**src/sse_diagonal_update_defines.svh**
```systemverilog
// Assertion macros for the diagonal-update RTL.
`ifndef SSE_DIAGONAL_UPDATE_DEFINES_SVH
`define SSE_DIAGONAL_UPDATE_DEFINES_SVH

// Same-cycle implication on the module clock and reset.
`define SDU_ASSERT_SAME(lbl, ante, cons, msg) \
    lbl: assert property (@(posedge i_clk) disable iff (!i_rst_n) (ante) |-> (cons)) \
        else $error(msg);

// Next-cycle implication on the module clock and reset.
`define SDU_ASSERT_NEXT(lbl, ante, cons, msg) \
    lbl: assert property (@(posedge i_clk) disable iff (!i_rst_n) (ante) |=> (cons)) \
        else $error(msg);

`endif

```
**src/sdu_pkg.sv**
```systemverilog
// Types, constants and helper functions for the diagonal-update block.
package sdu_pkg;

    localparam int MAX_SPINS   = 64;
    localparam int RAND_BITS   = 16;
    localparam int SITE_W      = 6;
    localparam int NSP_W       = 7;
    localparam int COUNT_W     = 16;
    localparam int QUEUE_DEPTH = 2;
    localparam int QPTR_W      = $clog2(QUEUE_DEPTH);
    localparam int QCNT_W      = $clog2(QUEUE_DEPTH + 1);

    localparam logic signed [6:0] SITE_NONE = -7'sd1;

    typedef enum logic [2:0] {
        CFG_LIST_LENGTH  = 3'd0,
        CFG_CHAIN_LENGTH = 3'd1,
        CFG_BETA         = 3'd2,
        CFG_START_SPINS  = 3'd3
    } t_cfg_idx;

    typedef enum logic [1:0] {
        KIND_UNIT    = 2'd0,
        KIND_DIAG    = 2'd1,
        KIND_OFFDIAG = 2'd2
    } t_kind;

    typedef enum logic [1:0] {
        OP_INSERT,
        OP_REMOVE,
        OP_FLIP,
        OP_PASS
    } t_op;

    typedef enum logic [2:0] {
        S_IDLE,
        S_MUL1,
        S_MUL2,
        S_MUL3,
        S_DONE
    } t_state;

    typedef struct packed {
        t_op                      op;
        logic [1:0]               kind;
        logic [SITE_W-1:0]        site;
        logic [RAND_BITS-1:0]     rs;
        logic [RAND_BITS-1:0]     ra;
        logic                     first;
        logic [COUNT_W-1:0]       start_count;
    } t_slot;

    typedef struct packed {
        logic full;
        logic empty;
    } t_q_status;

    function automatic logic [NSP_W-1:0] sat_chain(input logic [NSP_W-1:0] cl);
        logic [NSP_W-1:0] r;
        r = cl;
        if (cl < NSP_W'(2)) begin
            r = NSP_W'(2);
        end else if (cl > NSP_W'(MAX_SPINS)) begin
            r = NSP_W'(MAX_SPINS);
        end
        return r;
    endfunction

    function automatic logic [SITE_W-1:0] next_site(input logic [SITE_W-1:0] s,
                                                    input logic [NSP_W-1:0] n);
        logic [NSP_W-1:0] nx;
        nx = {1'b0, s} + NSP_W'(1);
        return (nx >= n) ? '0 : nx[SITE_W-1:0];
    endfunction

endpackage

```
**src/sdu_queue.sv**
```systemverilog
// Two-entry queue that carries classified slots from the front to the back.
module sdu_queue
    import sdu_pkg::*;
(
    input  logic      i_clk,
    input  logic      i_rst_n,
    input  logic      i_push,
    input  t_slot     i_data,
    input  logic      i_pop,
    output t_slot     o_head,
    output t_q_status o_status
);

    t_slot             r_mem [QUEUE_DEPTH];
    logic [QPTR_W-1:0] r_wr_ptr;
    logic [QPTR_W-1:0] r_rd_ptr;
    logic [QCNT_W-1:0] r_count;

    always_ff @(posedge i_clk) begin
        if (!i_rst_n) begin
            r_wr_ptr <= '0;
            r_rd_ptr <= '0;
            r_count  <= '0;
        end else begin
            if (i_push) begin
                r_wr_ptr <= r_wr_ptr + QPTR_W'(1);
            end
            if (i_pop) begin
                r_rd_ptr <= r_rd_ptr + QPTR_W'(1);
            end
            if (i_push && !i_pop) begin
                r_count <= r_count + QCNT_W'(1);
            end else if (!i_push && i_pop) begin
                r_count <= r_count - QCNT_W'(1);
            end
        end
    end

    always_ff @(posedge i_clk) begin
        if (i_push) begin
            r_mem[r_wr_ptr] <= i_data;
        end
    end

    assign o_head         = r_mem[r_rd_ptr];
    assign o_status.full  = (r_count == QCNT_W'(QUEUE_DEPTH));
    assign o_status.empty = (r_count == '0);

endmodule

```
**src/sdu_front.sv**
```systemverilog
// Front end: accepts slots and classifies them into back-end operations.
module sdu_front
    import sdu_pkg::*;
(
    input  logic                 i_in_valid,
    output logic                 o_in_ready,
    input  logic [1:0]           i_slot_kind,
    input  logic [SITE_W-1:0]    i_slot_site,
    input  logic [RAND_BITS-1:0] i_rand_site,
    input  logic [RAND_BITS-1:0] i_rand_accept,
    input  logic                 i_sweep_first,
    input  logic [COUNT_W-1:0]   i_start_count,
    input  logic [NSP_W-1:0]     i_n_sp,
    input  t_q_status            i_q,
    output logic                 o_push,
    output t_slot                o_entry
);

    logic in_range;
    t_op  op;

    assign in_range = ({1'b0, i_slot_site} < i_n_sp);

    always_comb begin
        unique case (t_kind'(i_slot_kind))
            KIND_UNIT:    op = OP_INSERT;
            KIND_DIAG:    op = in_range ? OP_REMOVE : OP_PASS;
            KIND_OFFDIAG: op = in_range ? OP_FLIP : OP_PASS;
            default:      op = OP_PASS;
        endcase
    end

    assign o_in_ready          = !i_q.full;
    assign o_push              = i_in_valid && !i_q.full;
    assign o_entry.op          = op;
    assign o_entry.kind        = i_slot_kind;
    assign o_entry.site        = i_slot_site;
    assign o_entry.rs          = i_rand_site;
    assign o_entry.ra          = i_rand_accept;
    assign o_entry.first       = i_sweep_first;
    assign o_entry.start_count = i_start_count;

endmodule

```
**src/sdu_back.sv**
```systemverilog
// Back end: shared multiplier sequencer, spin and count state, result register.
`include "sse_diagonal_update_defines.svh"

module sdu_back
    import sdu_pkg::*;
(
    input  logic                     i_clk,
    input  logic                     i_rst_n,
    input  t_slot                    i_head,
    input  t_q_status                i_q,
    output logic                     o_pop,
    input  logic [15:0]              i_list_length,
    input  logic [NSP_W-1:0]         i_n_sp,
    input  logic [15:0]              i_beta,
    input  logic [MAX_SPINS-1:0]     i_start_spins,
    output logic                     o_out_valid,
    input  logic                     i_out_ready,
    output logic [1:0]               o_new_kind,
    output logic signed [6:0]        o_new_site
);

    t_state                r_state;
    t_state                n_state;
    t_slot                 r_item;
    logic [MAX_SPINS-1:0]  r_spins;
    logic [COUNT_W-1:0]    r_count;
    logic [COUNT_W-1:0]    n_count;
    logic [39:0]           r_prod;
    logic [22:0]           r_rhs;
    logic [SITE_W-1:0]     r_s1;
    logic                  r_out_valid;
    logic [1:0]            r_new_kind;
    logic [1:0]            n_new_kind;
    logic signed [6:0]     r_new_site;
    logic signed [6:0]     n_new_site;

    logic                  out_free;
    logic                  done_fire;
    logic                  load;
    logic signed [17:0]    gap;
    logic signed [17:0]    gap_p1;
    logic [22:0]           mul_a;
    logic [16:0]           mul_b;
    logic [39:0]           mul_p;
    logic [SITE_W-1:0]     s2_unit;
    logic [SITE_W-1:0]     s2_flip;
    logic                  ins_ok;
    logic                  rem_ok;
    logic                  prod_en;

    assign out_free  = !r_out_valid || i_out_ready;
    assign done_fire = (r_state == S_DONE) && out_free;
    assign o_pop     = ((r_state == S_IDLE) || done_fire) && !i_q.empty;
    assign load      = o_pop && i_head.first;

    assign gap    = $signed({2'b00, i_list_length}) - $signed({2'b00, r_count});
    assign gap_p1 = gap + 18'sd1;

    always_comb begin
        mul_a = '0;
        mul_b = '0;
        unique case (r_state)
            S_MUL1: begin
                mul_a = (r_item.op == OP_INSERT) ? 23'(r_item.rs) : 23'(r_item.ra);
                mul_b = 17'(i_n_sp);
            end
            S_MUL2: begin
                mul_a = (r_item.op == OP_INSERT) ? 23'(i_n_sp) : r_prod[22:0];
                mul_b = 17'(i_beta);
            end
            S_MUL3: begin
                mul_a = 23'(r_item.ra);
                mul_b = 17'(gap[15:0]);
            end
            default: begin
            end
        endcase
    end

    assign mul_p   = {17'b0, mul_a} * {23'b0, mul_b};
    assign prod_en = (r_state == S_MUL1) || (r_state == S_MUL2)
                     || ((r_state == S_MUL3) && (r_item.op == OP_INSERT));

    always_comb begin
        n_state = r_state;
        unique case (r_state)
            S_IDLE: begin
                if (o_pop) n_state = S_MUL1;
            end
            S_MUL1: begin
                if (r_item.op == OP_INSERT || r_item.op == OP_REMOVE) begin
                    n_state = S_MUL2;
                end else begin
                    n_state = S_DONE;
                end
            end
            S_MUL2: n_state = S_MUL3;
            S_MUL3: n_state = S_DONE;
            S_DONE: begin
                if (o_pop) begin
                    n_state = S_MUL1;
                end else if (out_free) begin
                    n_state = S_IDLE;
                end
            end
            default: n_state = S_IDLE;
        endcase
    end

    assign s2_unit = next_site(r_s1, i_n_sp);
    assign s2_flip = next_site(r_item.site, i_n_sp);
    assign ins_ok  = (r_spins[r_s1] != r_spins[s2_unit]) && !gap[17]
                     && ({r_prod[31:0], 1'b0} < {2'b00, r_rhs, 8'b0});
    assign rem_ok  = !gap_p1[17] && (gap_p1 != 18'sd0)
                     && ({2'b00, r_prod} < {gap_p1[16:0], 25'b0});

    always_comb begin
        n_new_kind = r_item.kind;
        n_new_site = $signed({1'b0, r_item.site});
        n_count    = r_count;
        unique case (r_item.op)
            OP_INSERT: begin
                n_new_kind = KIND_UNIT;
                n_new_site = SITE_NONE;
                if (ins_ok) begin
                    n_new_kind = KIND_DIAG;
                    n_new_site = $signed({1'b0, r_s1});
                    if (r_count != '1) n_count = r_count + COUNT_W'(1);
                end
            end
            OP_REMOVE: begin
                if (rem_ok) begin
                    n_new_kind = KIND_UNIT;
                    n_new_site = SITE_NONE;
                    if (r_count != '0) n_count = r_count - COUNT_W'(1);
                end
            end
            default: begin
            end
        endcase
    end

    always_ff @(posedge i_clk) begin
        if (!i_rst_n) begin
            r_state     <= S_IDLE;
            r_out_valid <= 1'b0;
            r_spins     <= '0;
            r_count     <= '0;
        end else begin
            r_state <= n_state;
            if (done_fire) begin
                r_out_valid <= 1'b1;
            end else if (i_out_ready) begin
                r_out_valid <= 1'b0;
            end
            if (load) begin
                r_spins <= i_start_spins;
                r_count <= i_head.start_count;
            end else begin
                if (done_fire) begin
                    r_count <= n_count;
                end
                if (r_state == S_MUL1 && r_item.op == OP_FLIP) begin
                    r_spins <= r_spins ^ (MAX_SPINS'(1) << r_item.site)
                                       ^ (MAX_SPINS'(1) << s2_flip);
                end
            end
        end
    end

    always_ff @(posedge i_clk) begin
        if (o_pop) begin
            r_item <= i_head;
        end
        if (prod_en) begin
            r_prod <= mul_p;
        end
        if (r_state == S_MUL2 && r_item.op == OP_INSERT) begin
            r_s1 <= r_prod[RAND_BITS+SITE_W-1:RAND_BITS];
        end
        if (r_state == S_MUL3 && r_item.op == OP_INSERT) begin
            r_rhs <= r_prod[22:0];
        end
        if (done_fire) begin
            r_new_kind <= n_new_kind;
            r_new_site <= n_new_site;
        end
    end

    assign o_out_valid = r_out_valid;
    assign o_new_kind  = r_new_kind;
    assign o_new_site  = r_new_site;

    `SDU_ASSERT_SAME(ast_pop_state, o_pop, r_state == S_IDLE || r_state == S_DONE, "slot taken while busy")
    `SDU_ASSERT_NEXT(ast_spins_hold, !load && !(r_state == S_MUL1 && r_item.op == OP_FLIP), $stable(r_spins), "spin vector changed without flip or reload")
    `SDU_ASSERT_NEXT(ast_count_hold, !load && !done_fire, $stable(r_count), "count changed without result or reload")

endmodule

```
**src/sse_diagonal_update.sv**
```systemverilog
// Top level of the diagonal-update block: configuration registers and wiring.
//
// Channel   Direction  Handshake                   Word
// in        input      i_in_valid / o_in_ready     slot kind, site, randoms, sweep start
// out       output     o_out_valid / i_out_ready   new kind and signed site
// cfg       input      i_cfg_valid / o_cfg_ready   register index and data
//
// A unit or in-range diagonal slot runs through the back-end states MUL1, MUL2, MUL3
// and DONE, using the one shared multiplier, and DONE can overlap the next pop.
// Off-diagonal and pass-through slots go from MUL1 straight to DONE.
// Reset is synchronous and returns the configuration, spins and count to their defaults.
// A two-entry queue and an output register let input and output stall independently.
module sse_diagonal_update
    import sdu_pkg::*;
(
    input  logic                 i_clk,
    input  logic                 i_rst_n,
    input  logic                 i_in_valid,
    output logic                 o_in_ready,
    input  logic [1:0]           i_slot_kind,
    input  logic [5:0]           i_slot_site,
    input  logic [15:0]          i_rand_site,
    input  logic [15:0]          i_rand_accept,
    input  logic                 i_sweep_first,
    input  logic [15:0]          i_start_count,
    output logic                 o_out_valid,
    input  logic                 i_out_ready,
    output logic [1:0]           o_new_kind,
    output logic signed [6:0]    o_new_site,
    input  logic                 i_cfg_valid,
    output logic                 o_cfg_ready,
    input  logic [2:0]           i_cfg_index,
    input  logic [63:0]          i_cfg_data
);

    logic [15:0]          r_list_length;
    logic [NSP_W-1:0]     r_chain_length;
    logic [15:0]          r_beta;
    logic [MAX_SPINS-1:0] r_start_spins;
    logic [NSP_W-1:0]     n_sp;
    logic                 push;
    logic                 pop;
    t_slot                entry;
    t_slot                head;
    t_q_status            q_status;

    assign o_cfg_ready = 1'b1;
    assign n_sp        = sat_chain(r_chain_length);

    always_ff @(posedge i_clk) begin
        if (!i_rst_n) begin
            r_list_length  <= 16'd1024;
            r_chain_length <= NSP_W'(16);
            r_beta         <= 16'd256;
            r_start_spins  <= '0;
        end else if (i_cfg_valid) begin
            unique case (t_cfg_idx'(i_cfg_index))
                CFG_LIST_LENGTH:  r_list_length  <= i_cfg_data[15:0];
                CFG_CHAIN_LENGTH: r_chain_length <= i_cfg_data[NSP_W-1:0];
                CFG_BETA:         r_beta         <= i_cfg_data[15:0];
                CFG_START_SPINS:  r_start_spins  <= i_cfg_data[MAX_SPINS-1:0];
                default: begin
                end
            endcase
        end
    end

    sdu_front u_front (
        .i_in_valid    (i_in_valid),
        .o_in_ready    (o_in_ready),
        .i_slot_kind   (i_slot_kind),
        .i_slot_site   (i_slot_site),
        .i_rand_site   (i_rand_site),
        .i_rand_accept (i_rand_accept),
        .i_sweep_first (i_sweep_first),
        .i_start_count (i_start_count),
        .i_n_sp        (n_sp),
        .i_q           (q_status),
        .o_push        (push),
        .o_entry       (entry)
    );

    sdu_queue u_queue (
        .i_clk    (i_clk),
        .i_rst_n  (i_rst_n),
        .i_push   (push),
        .i_data   (entry),
        .i_pop    (pop),
        .o_head   (head),
        .o_status (q_status)
    );

    sdu_back u_back (
        .i_clk         (i_clk),
        .i_rst_n       (i_rst_n),
        .i_head        (head),
        .i_q           (q_status),
        .o_pop         (pop),
        .i_list_length (r_list_length),
        .i_n_sp        (n_sp),
        .i_beta        (r_beta),
        .i_start_spins (r_start_spins),
        .o_out_valid   (o_out_valid),
        .i_out_ready   (i_out_ready),
        .o_new_kind    (o_new_kind),
        .o_new_site    (o_new_site)
    );

endmodule
```
**config.mk**
```make
export PLATFORM = sky130hd
export DESIGN_NAME = sse_diagonal_update
export DESIGN_NICKNAME = d
export VERILOG_FILES = /design/src/sdu_pkg.sv /design/src/sdu_queue.sv /design/src/sdu_front.sv /design/src/sdu_back.sv /design/src/sse_diagonal_update.sv
export VERILOG_INCLUDE_DIRS = /design/src /design/src/src
export SDC_FILE = /design/constraint.sdc
export NUM_CORES = 2
export LEC_CHECK = 0
export BUFFER_PORTS_ARGS = -buffer_cell sky130_fd_sc_hd__clkbuf_2
export CORE_MARGIN = 5
export CORE_UTILIZATION = 61
export CTS_BUF_LIST = sky130_fd_sc_hd__clkbuf_4 sky130_fd_sc_hd__clkbuf_8
export CTS_CLUSTER_SIZE = 14
export DETAILED_ROUTE_END_ITERATION = 8
export HOLD_SLACK_MARGIN = 0.02
export PLACE_DENSITY = 0.79
export SYNTH_ARGS = -nofsm -noshare
export SYNTH_HDL_FRONTEND = slang
export SYNTH_SLANG_ARGS = --single-unit
export TNS_END_PERCENT = 5
```
**constraint.sdc**
```tcl
create_clock -name i_clk -period 12.7 [get_ports i_clk]
set_input_delay 2.54 -clock i_clk [delete_from_list [all_inputs] [get_ports i_clk]]
set_output_delay 2.54 -clock i_clk [all_outputs]
set_load 0.01 [all_outputs]
```
==> impl_metrics.toml <==
[status]
status = "finished clean"

[critical_path]
required_ps = 13110
worstSetupEndpointType = "register"
start_kind = "register"
crit_path_frequent_cell = "fa_1"
path_class = "reg2reg"
cp_slowest_cell = "nor2_1"
critPathMaxStageDelay_ps = 850
ff2ff_path_depth = 28
arrival_ps = 10420
rr_endpoint = "u_back.r_prod[37]$_DFFE_PP_"
crit_fanout = 18
crit-reg2reg-launch = "u_back.r_state[1]$_SDFFE_PN0P_"
reg2reg_setup_slack_ps = 2690

[place]
place.gp.congestion = 0.979
port_buffers = 139
dp_hpwl_mm = 68.2
dpl_worst_slack_ps = 2900
place_area_mm2 = 0.0361

[final_layout]
drive_gt1_share_pct = 11.0
antenna_cells = 0
final_area_mm2 = 0.0376
syn2layout_area_growth_pct = 8.49
fin_nets = 4435

[power_and_ir_drop]
p_int_mw = 3.34
ir_drop_mv = 0.133
clkPwrFrac_pct = 21.9
comb_power_share_pct = 44.6
p_leak_nw = 15.9
total_power_mw = 5.84
p_per_area_mw_per_mm2 = 155
p_seq_share_pct = 33.5
swShare_pct = 42.7
p_switching_mw = 2.49

[yosys]
yosys-top-cells-count = "nand2_1 (685), inv_1 (434), fa_1 (294)"
synthMostInstantiatedCell = "nand2_1"
postSynthCellCount = 3711
ys_ff_latch = 429
synth_ff_type = "edfxtp_1"
seq_area_frac_synth_pct = 31.6
syn_area_per_cell_um2 = 9.34
synthTopCellsByArea = "edfxtp_1 (21%), fa_1 (17%), dfxtp_1 (11%)"
synth_edf_count = 237
yosysTopAreaCell = "edfxtp_1"
yosysWarnings = 0
syn-cell-area_mm2 = 0.0346
synth_top_area_share_pct = 20.5
async_flop_share_pct = 0
synth_nets = 4339
ys_types = 86

[clocking]
cts_sinks = 429
clkLatencyLatePin_ps = 660
ctsResizeCount = 0
cts_tree = "done"
cts_setup_buffers = 0
cts.clk_slew.worst_paths_ps = 70
clockBufferDepth = 3
cts_hold_buf = 0
numCtsBuffers = 70
cts_root_buf = "clkbuf_8"
htreeDepth = 3

[route]
drt_wl_total_mm = 92.7
wl_per_cell_um = 20.1
drt_first_pass_iters = 6
vias = 27200
routed_via_density = 5.89
drt_iter0_markers = 2566
drc_errors = 0
ant_nets = 0

[global_route]
grt.total_usage_pct = 30.4
overflow = 0
grt_pass1_vias = 27000
grt_max_degree = 130
grt_pass1_wl_mm = 147
grt_antenna_before_repair = 1

[sta]
relSlewSlack_pct = 11.8
slew_violations = 0
worst_slack_ps = 2690
setup_tns_ps = 0
hold_ws_ps = 468
rsz0062_at_grt = "no"
period_share_pct = 78.8
clock-skew-final_ps = 45.2
period_minus_slack_ps = 10010
tightest_slew_ps = 1310
finalSetupViolCount = 0
timing_hold_violations_final = 0
fmax_mhz = 99.9

[die]
rows = 87
core_mm2 = 0.0563
dieArea_mm2 = 0.0617
die_x_um = 248
die_h_um = 248
ioPinCount = 141
initial_utilization_pct = 61.6

[min_path]
hold_class = "reg2reg"
whs_endpoint = "r_start_spins[46]$_SDFFE_PN0P_"
hp-start = "r_start_spins[46]$_SDFFE_PN0P_"
hold_depth = 2

[flow_run]
drv_cap = 0
sequential cells by signal, indices dropped and copies added, names as in the netlist, 2 cells and up, named ones only:
| signal | cells |
|---|---|
| r_beta | 16 |
| r_chain_length | 7 |
| r_list_length | 16 |
| r_start_spins | 64 |
| u_back.o_new_kind | 2 |
| u_back.o_new_site | 7 |
| u_back.r_count | 16 |
| u_back.r_item | 42 |
| u_back.r_prod | 39 |
| u_back.r_rhs | 23 |
| u_back.r_s1 | 6 |
| u_back.r_spins | 64 |
| u_back.r_state | 3 |
| u_queue.r_count | 2 |
| u_queue.r_mem | 118 |
per-layer routing:
metal | GRT usage (%) | wire length (µm)
met5 | 0 | 0
met4 | 10.4 | 3360
met3 | 5.74 | 8840
met2 | 48.8 | 42700
met1 | 41.9 | 37800
worst max path at each step:
stage               slack, ps  cells after the start                            from                          end
floorplan                4050                     33     u_back.r_item[57]$_DFFE_PP_  u_back.r_prod[37]$_DFFE_PP_
global placement         3100                     33   r_list_length[0]$_SDFFE_PN0P_  u_back.r_prod[37]$_DFFE_PP_
detailed placement       2900                     33   r_list_length[0]$_SDFFE_PN0P_  u_back.r_prod[37]$_DFFE_PP_
CTS                      2900                     33   r_list_length[0]$_SDFFE_PN0P_  u_back.r_prod[37]$_DFFE_PP_
global route             2160                     33   r_list_length[0]$_SDFFE_PN0P_  u_back.r_prod[37]$_DFFE_PP_
finish                   2690                     28  u_back.r_state[1]$_SDFFE_PN0P_  u_back.r_prod[37]$_DFFE_PP_
cells in the final DEF, fill, tap and decap left out, types with 36 or more instances in the layout:
master / count
dfxtp_1: 191
a22o_1: 68
edfxtp_1: 237
buf_4: 53
clkbuf_8: 81
a21o_1: 36
nor2_1: 237
a21boi_0: 97
a21oi_1: 95
mux2i_1: 87
o21ai_0: 128
fa_1: 294
mux2_2: 54
nand2_1: 685
xor2_1: 39
nand3_1: 51
ha_1: 205
clkbuf_2: 138
xnor2_1: 168
and2_1: 62
inv_1: 433
cell families (layout without fill, tap and decap cells):
kind of cell               Yosys count  after routing  synth area share [%]
adders and majority gates          499            499                  24.4
other                                1              1                0.0108
xor gates and xnor gates           209            209                  5.33
muxes                              152            152                  4.98
buffers and inverters              606            755                  6.61
and+or+nand+nor                   1225           1225                  15.3
DFF                                429            429                  31.6
AOI/OAI and AO/OA                  590            590                  11.7
stage by stage:
stage | std cells | utilization (%)
final | 4616 | 66.8
after global routing | 4616 | 66.8
after CTS | 4616 | 66.8
after detailed placement | 4491 | 64.1
after global placement | 4491 | 64.1
after floorplan | 3711 | -
power by group through the flow:
| stage | logic, mW | registers [mW] | clock network, mW |
|---|---|---|---|
| 2_1_floorplan | 1.79 | 1.87 | 0 |
| 3_3_place_gp | 2.50 | 1.96 | 0 |
| 3_5_place_dp | 2.53 | 1.97 | 0 |
| 4_1_cts | 2.55 | 1.94 | 1.30 |
| 5_1_grt | 2.81 | 1.97 | 1.36 |
| 6_report | 2.60 | 1.95 | 1.28 |
final cells by class:
cell class              count  area, µm²
flip-flops and latches    429      11000
repair buffers            192       1100
inverters                 438       1640
fillers                  4537      18700
clock buffers             104       1290
well taps                 756        946
multi-input cells        2676      21400
clock inverters            21        198
critical path, delay by kind of cell (launching register included):
family          cells  cell delay [ps]
buf+inv             4              370
fa+ha+maj           7             3400
flops               1              730
compound gates     12             3330
simple gates        4             1840
xor+xnor            1               90
Power figures use the tool's default switching activity.
